**src/hdl/nfcm_pkg.sv**
```systemverilog
// Shared types, band thresholds and the fractional scale helper for the
// noise false-color mapper. No dependencies.
`default_nettype none

package nfcm_pkg;

  localparam int unsigned SampleW = 16;
  localparam int unsigned ChanW   = 8;
  localparam int unsigned ModeW   = 3;

  typedef enum logic [ModeW-1:0] {
    MODE_GRAY    = 3'd0,
    MODE_RGB     = 3'd1,
    MODE_RGBA    = 3'd2,
    MODE_HEIGHT  = 3'd3,
    MODE_TERRAIN = 3'd4
  } mode_e;

  typedef struct packed {
    logic [ChanW-1:0] red;
    logic [ChanW-1:0] green;
    logic [ChanW-1:0] blue;
    logic             mono;
  } pixel_t;

  // Heightmap thresholds: 0.3, 0.5, 0.7, 0.9 in Q0.16
  localparam logic [SampleW-1:0] ThH1 = 16'd19661;
  localparam logic [SampleW-1:0] ThH2 = 16'd32768;
  localparam logic [SampleW-1:0] ThH3 = 16'd45875;
  localparam logic [SampleW-1:0] ThH4 = 16'd58982;
  // Terrain thresholds: 0.2, 0.4, 0.6, 0.8 in Q0.16
  localparam logic [SampleW-1:0] ThT1 = 16'd13107;
  localparam logic [SampleW-1:0] ThT2 = 16'd26214;
  localparam logic [SampleW-1:0] ThT3 = 16'd39322;
  localparam logic [SampleW-1:0] ThT4 = 16'd52429;

  // (t * k) >> 16 with t in Q0.16
  function automatic logic [ChanW-1:0] scale(input logic [SampleW-1:0] t,
                                             input logic [ChanW-1:0]   k);
    logic [SampleW+ChanW-1:0] prod;
    prod = {{ChanW{1'b0}}, t} * {{SampleW{1'b0}}, k};
    return prod[SampleW+ChanW-1:SampleW];
  endfunction

endpackage

`default_nettype wire

```
**src/hdl/noise_false_color_mapper_unit.sv**
```systemverilog
// Throughput: one beat per cycle unless stalled; the input register feeds the
// mapping logic and the pixel register, each stage advancing when the next
// one frees up.
// Reset clears the valid flags and sets the color mode to grayscale.
// Top level of the noise false-color mapper. Depends on nfcm_pkg, nfcm_map.
`default_nettype none

module noise_false_color_mapper_unit (
  input  wire logic                               clk_i,
  input  wire logic                               rst_ni,
  input  wire logic                               cfg_we_i,
  input  wire logic [nfcm_pkg::ModeW-1:0]         cfg_wdata_i,
  input  wire logic                               in_valid_i,
  output logic                                    in_stall_o,
  input  wire logic signed [nfcm_pkg::SampleW-1:0] sample_i,
  output logic                                    out_valid_o,
  input  wire logic                               out_stall_i,
  output logic [nfcm_pkg::ChanW-1:0]              red_o,
  output logic [nfcm_pkg::ChanW-1:0]              green_o,
  output logic [nfcm_pkg::ChanW-1:0]              blue_o,
  output logic                                    mono_o
);
  import nfcm_pkg::*;

  logic [ModeW-1:0]   mode_q;
  logic               s1_valid_q;
  logic [SampleW-1:0] t_q;
  logic               out_valid_q;
  pixel_t             pix_q;
  pixel_t             pix_d;
  logic               out_busy;
  logic               s1_busy;

  assign out_busy   = out_valid_q && out_stall_i;
  assign s1_busy    = s1_valid_q && out_busy;
  assign in_stall_o = s1_busy;

  always_ff @(posedge clk_i or negedge rst_ni) begin
    if (!rst_ni) begin
      mode_q <= MODE_GRAY;
    end else if (cfg_we_i) begin
      mode_q <= cfg_wdata_i;
    end
  end

  // flip the sign bit: sample + 32768 as Q0.16
  always_ff @(posedge clk_i or negedge rst_ni) begin
    if (!rst_ni) begin
      s1_valid_q <= 1'b0;
    end else if (!s1_busy) begin
      s1_valid_q <= in_valid_i;
    end
  end

  always_ff @(posedge clk_i) begin
    if (in_valid_i && !s1_busy) begin
      t_q <= {~sample_i[SampleW-1], sample_i[SampleW-2:0]};
    end
  end

  nfcm_map u_map (
    .t_i    (t_q),
    .mode_i (mode_q),
    .pix_o  (pix_d)
  );

  always_ff @(posedge clk_i or negedge rst_ni) begin
    if (!rst_ni) begin
      out_valid_q <= 1'b0;
    end else if (!out_busy) begin
      out_valid_q <= s1_valid_q;
    end
  end

  always_ff @(posedge clk_i) begin
    if (s1_valid_q && !out_busy) begin
      pix_q <= pix_d;
    end
  end

  assign out_valid_o = out_valid_q;
  assign red_o       = pix_q.red;
  assign green_o     = pix_q.green;
  assign blue_o      = pix_q.blue;
  assign mono_o      = pix_q.mono;

  a_stall_needs_full: assert property (@(posedge clk_i) disable iff (!rst_ni)
    in_stall_o |-> (s1_valid_q && out_valid_q))
    else $error("input stalled while a stage is empty");

  a_s1_moves: assert property (@(posedge clk_i) disable iff (!rst_ni)
    (s1_valid_q && !out_busy) |=> out_valid_q)
    else $error("stage one beat lost before the pixel register");

  a_in_moves: assert property (@(posedge clk_i) disable iff (!rst_ni)
    (in_valid_i && !in_stall_o) |=> s1_valid_q)
    else $error("accepted sample beat lost");

  a_drain: assert property (@(posedge clk_i) disable iff (!rst_ni)
    (out_valid_q && !out_stall_i && !s1_valid_q) |=> !out_valid_q)
    else $error("pixel beat repeated");

  a_mono_gray: assert property (@(posedge clk_i) disable iff (!rst_ni)
    (out_valid_q && mono_o) |-> (green_o == '0 && blue_o == '0))
    else $error("grayscale pixel carries color");

endmodule

`default_nettype wire

```
**src/hdl/nfcm_map.sv**
```systemverilog
// Combinational color mapping of one Q0.16 level to a pixel.
// Depends on nfcm_pkg.
`default_nettype none

module nfcm_map (
  input  wire logic [nfcm_pkg::SampleW-1:0] t_i,
  input  wire logic [nfcm_pkg::ModeW-1:0]   mode_i,
  output nfcm_pkg::pixel_t                  pix_o
);
  import nfcm_pkg::*;

  always_comb begin
    pix_o = '0;
    case (mode_i)
      MODE_RGB, MODE_RGBA: begin
        pix_o.red   = scale(t_i, 8'd255);
        pix_o.green = scale(t_i, 8'd255);
        pix_o.blue  = scale(t_i, 8'd255);
      end
      MODE_HEIGHT: begin
        if (t_i < ThH1) begin
          pix_o.red   = scale(t_i, 8'd100);
          pix_o.green = scale(t_i, 8'd150);
          pix_o.blue  = 8'd255;
        end else if (t_i < ThH2) begin
          pix_o.red   = 8'd200 + scale(t_i, 8'd55);
          pix_o.green = 8'd180 + scale(t_i, 8'd75);
          pix_o.blue  = 8'd100 + scale(t_i, 8'd50);
        end else if (t_i < ThH3) begin
          pix_o.red   = scale(t_i, 8'd100);
          pix_o.green = 8'd100 + scale(t_i, 8'd155);
          pix_o.blue  = scale(t_i, 8'd50);
        end else if (t_i < ThH4) begin
          pix_o.red   = 8'd100 + scale(t_i, 8'd100);
          pix_o.green = 8'd100 + scale(t_i, 8'd100);
          pix_o.blue  = 8'd100 + scale(t_i, 8'd100);
        end else begin
          pix_o.red   = 8'd255;
          pix_o.green = 8'd255;
          pix_o.blue  = 8'd255;
        end
      end
      MODE_TERRAIN: begin
        if (t_i < ThT1) begin
          pix_o.blue  = 8'd100 + scale(t_i, 8'd100);
        end else if (t_i < ThT2) begin
          pix_o.green = 8'd50 + scale(t_i, 8'd100);
          pix_o.blue  = 8'd150 + scale(t_i, 8'd50);
        end else if (t_i < ThT3) begin
          pix_o.red   = 8'd200 + scale(t_i, 8'd55);
          pix_o.green = 8'd180 + scale(t_i, 8'd75);
          pix_o.blue  = 8'd100 + scale(t_i, 8'd50);
        end else if (t_i < ThT4) begin
          pix_o.red   = scale(t_i, 8'd50);
          pix_o.green = 8'd80 + scale(t_i, 8'd120);
          pix_o.blue  = scale(t_i, 8'd30);
        end else begin
          pix_o.red   = 8'd150 + scale(t_i, 8'd105);
          pix_o.green = 8'd150 + scale(t_i, 8'd105);
          pix_o.blue  = 8'd150 + scale(t_i, 8'd105);
        end
      end
      default: begin
        pix_o.red  = scale(t_i, 8'd255);
        pix_o.mono = 1'b1;
      end
    endcase
  end

endmodule

`default_nettype wire

```
**config.mk**
```make
export PLATFORM = sky130hd
export DESIGN_NAME = noise_false_color_mapper_unit
export DESIGN_NICKNAME = d
export VERILOG_FILES = /design/src/hdl/nfcm_pkg.sv /design/src/hdl/noise_false_color_mapper_unit.sv /design/src/hdl/nfcm_map.sv
export SDC_FILE = /design/constraint.sdc
export NUM_CORES = 1
export LEC_CHECK = 0
export BUFFER_PORTS_ARGS = -buffer_cell sky130_fd_sc_hd__buf_4
export CORE_UTILIZATION = 38
export DETAILED_ROUTE_END_ITERATION = 8
export PLACE_DENSITY_LB_ADDON = 0.08
export RECOVER_POWER = 100
export SLEW_MARGIN = 15
export SYNTH_ARGS = -nofsm -noshare
export SYNTH_HDL_FRONTEND = slang
export SYNTH_HIERARCHICAL = 1
export SYNTH_SLANG_ARGS = --single-unit
```
**constraint.sdc**
```tcl
create_clock -name clk_i -period 6.8 [get_ports clk_i]
set_input_delay 0.68 -clock clk_i [delete_from_list [all_inputs] [get_ports clk_i]]
set_output_delay 0.68 -clock clk_i [all_outputs]
set_load 0.005 [all_outputs]
```
==> results.cfg <==
[worst_setup_path]
worst-r2r-setup-slack_ps = 420
reg2reg_depth = 23
criticalPathCategory = flip-flop to flip-flop
startpoint_type = flip-flop
crit_path_end_kind = flip-flop
crit_arrival_ps = 6450
r2r_start = t_q[11]
crit_required_ps = 6870
crit_fanout = 12
worstReg2RegEnd = red_o[5]

[timing]
worst_pin_slew_ps = 1450
rsz0062_at_grt = false
maxClockFrequency_mhz = 157
hold_violations = 0
setup_viol = 0
fin_setup_tns_ps = 0
maxSlewHeadroom = 0.0321
fin_crit_sh = 0.938
fin_crit_ps = 6380
skew_ps = 10.9
maxSlewViolCount = 0

[floorplanning]
rows = 73
die-area_um2 = 41000
core_um2 = 39700
die_h_um = 202
pin_count = 51
die_w_um = 202
initial_core_util = 0.384

[global_route]
grt_max_degree = 44
grt_overflow = 0
grt_first_pass_wirelength_um = 75100
grt_usage = 0.240
antenna_found_initial = 0
grt_pass1_vias = 12700

[yosys]
synth_warnings = 6
ys_seq_elements = 46
synth-async-reset-ratio = 0.109
synth.net_count = 2187
synth-main-ff-cell = edfxtp_1
netlist_area_um2 = 15300
synthTopCellsByArea = ha_1, fa_1, edfxtp_1, inv_1, a21oi_1
synth_cells = 1668
synth.avg_cell_area_um2 = 9.16
synth_edf_count = 41
synth_top_area_share = 0.256
synth_most_common_cell = inv_1
yosysSeqAreaShare = 0.0888
post_synth_num_cell_types = 93
yosys.area.top_type = ha_1
yosys-top-cells-count = inv_1, ha_1, fa_1

[cells_and_area]
drive_gt1_frac = 0.0786
ff_latch_area_um2 = 1360
multiInputGateArea_um2 = 12500
finalNetCount = 2260
final_cells = 2267
area_delta_synth_final_pct = 8.60
fillCellCount = 4036
diodes = 0

[power]
ir_drop_uv = 267
leakage_nw = 8.39
pwr_density_cell_nw_per_um2 = 354

[outcome]
status = finished, final reports clean

[cts]
cts_buffers = 5
cts_resized = 0
post-cts-setup-buffers = 0
cts_root_buffer = clkbuf_16
htree_levels = 2
cts_sinks = 46
clock_latency_ps = 320
cts_tree = built
cts.hold.buffers_added = 0
clk_path_buf_depth = 2
clk_pin_slew_ps = 80

[placement]
place.port_buffers = 50
place_inst = 2259
gp_congestion = 0.941
post-dp-hpwl_um = 40400

[route]
ant_nets = 0
drc_errors = 0
routedWlPerCell_um = 21.0
via_count = 12300
dr.pass1.iters = 8
route.met3.wl_um = 1600
maxUsedRoutingLayer = met4
drtIter0Drc = 737
wl_um = 47700
wl_met1_um = 21100
via_per_inst = 5.40
dr_wl_met2_um = 22900

[run]
cap_violations = 0

[worst_hold_path]
hold_path.class = primary input to async pin
-- how the worst max path moves through the flow --
stage | cells past startpoint | slack (ps) | start | end
2_1_floorplan | 23 | 1150 | t_q[5] | green_o[7]
6_report | 23 | 420 | t_q[11] | red_o[5]
3_3_place_gp | 19 | 500 | t_q[14] | red_o[5]
3_5_place_dp | 21 | 500 | t_q[14] | red_o[5]
5_1_grt | 20 | 100 | t_q[3] | blue_o[6]
4_1_cts | 23 | 460 | t_q[11] | red_o[5]
-- per-stage QoR --
stage | power [W] | util | area [um2] | setup WS [ps] | hold slack [ps]
CTS | 0.00593 | 0.419 | 16700 | 460 | 130
finish | 0.00587 | 0.418 | 16600 | 420 | 198
global route | 0.00655 | 0.418 | 16600 | 101 | 199
detailed placement | 0.00559 | 0.415 | 16500 | 505 | 469
floorplan | 0.00409 | - | 15300 | 1150 | 384
global placement | 0.00558 | 0.415 | 16500 | 501 | 459
-- cell families after synthesis --
group / synth area share
flip-flops: 0.0888
AND/OR/NAND/NOR: 0.104
XOR/XNOR: 0.0432
multiplexers: 0.00565
AO/OA/AOI/OAI: 0.174
buffers and inverters: 0.0897
adder cells (fa/ha/maj): 0.495
-- area by class of cell --
| class | instances | area share |
|---|---|---|
| flip-flops and latches | 46 | 0.0818 |
| repair buffers | 94 | 0.0394 |
| inverters | 329 | 0.0744 |
| well taps | 525 | 0.0396 |
| clock inverters | 3 | 0.00151 |
| multi-input cells | 1265 | 0.756 |
| clock buffers | 5 | 0.00754 |
-- where the power goes --
group / internal (W) / switching [W]
sequential: 0.000440 / 0.0000495
clock: 0.000139 / 0.000132
combinational: 0.00204 / 0.00307
-- cell usage in the layout, fill, tap and decap left out, types with 33 or more instances in the layout --
| cell type | instances |
|---|---|
| nor2_1 | 78 |
| inv_1 | 328 |
| buf_4 | 46 |
| nand2_1 | 77 |
| a21o_1 | 33 |
| nand3_1 | 34 |
| a21oi_1 | 89 |
| xnor2_1 | 33 |
| edfxtp_1 | 41 |
| fa_1 | 182 |
| clkbuf_4 | 34 |
| o21ai_0 | 54 |
| ha_1 | 313 |
-- routing by layer --
metal  GRT usage  vias to the layer above
li1            -                     5890
met1       0.312                     5980
met2       0.410                      305
met3      0.0218                       78
met4      0.0943                        0
met5           0                        -
-- registers in the layout (all words and copies together), names as in the netlist --
register / cells
mode_q: 3
red_o: 8
green_o: 8
out_valid_o: 1
s1_valid_q: 1
mono_o: 1
t_q: 16
blue_o: 8
-- worst max-delay path: stages (launching register included) --
cell and delay (ps):
edfxtp_1 830, buf_4 270, inv_1 60, ha_1 390, fa_1 560, inv_1 50
fa_1 490, inv_1 40, ha_1 300, a21oi_1 270, o211ai_1 130, nor4_1 630
o31ai_1 190, a21o_1 240, a21oi_1 250, nor2b_1 100, nor2_1 120, xnor2_1 90
ha_1 210, ha_1 300, nand2_1 70, and3_1 160, a211oi_1 50, a211o_1 290
Note: power is estimated with default switching activity, not from simulation.
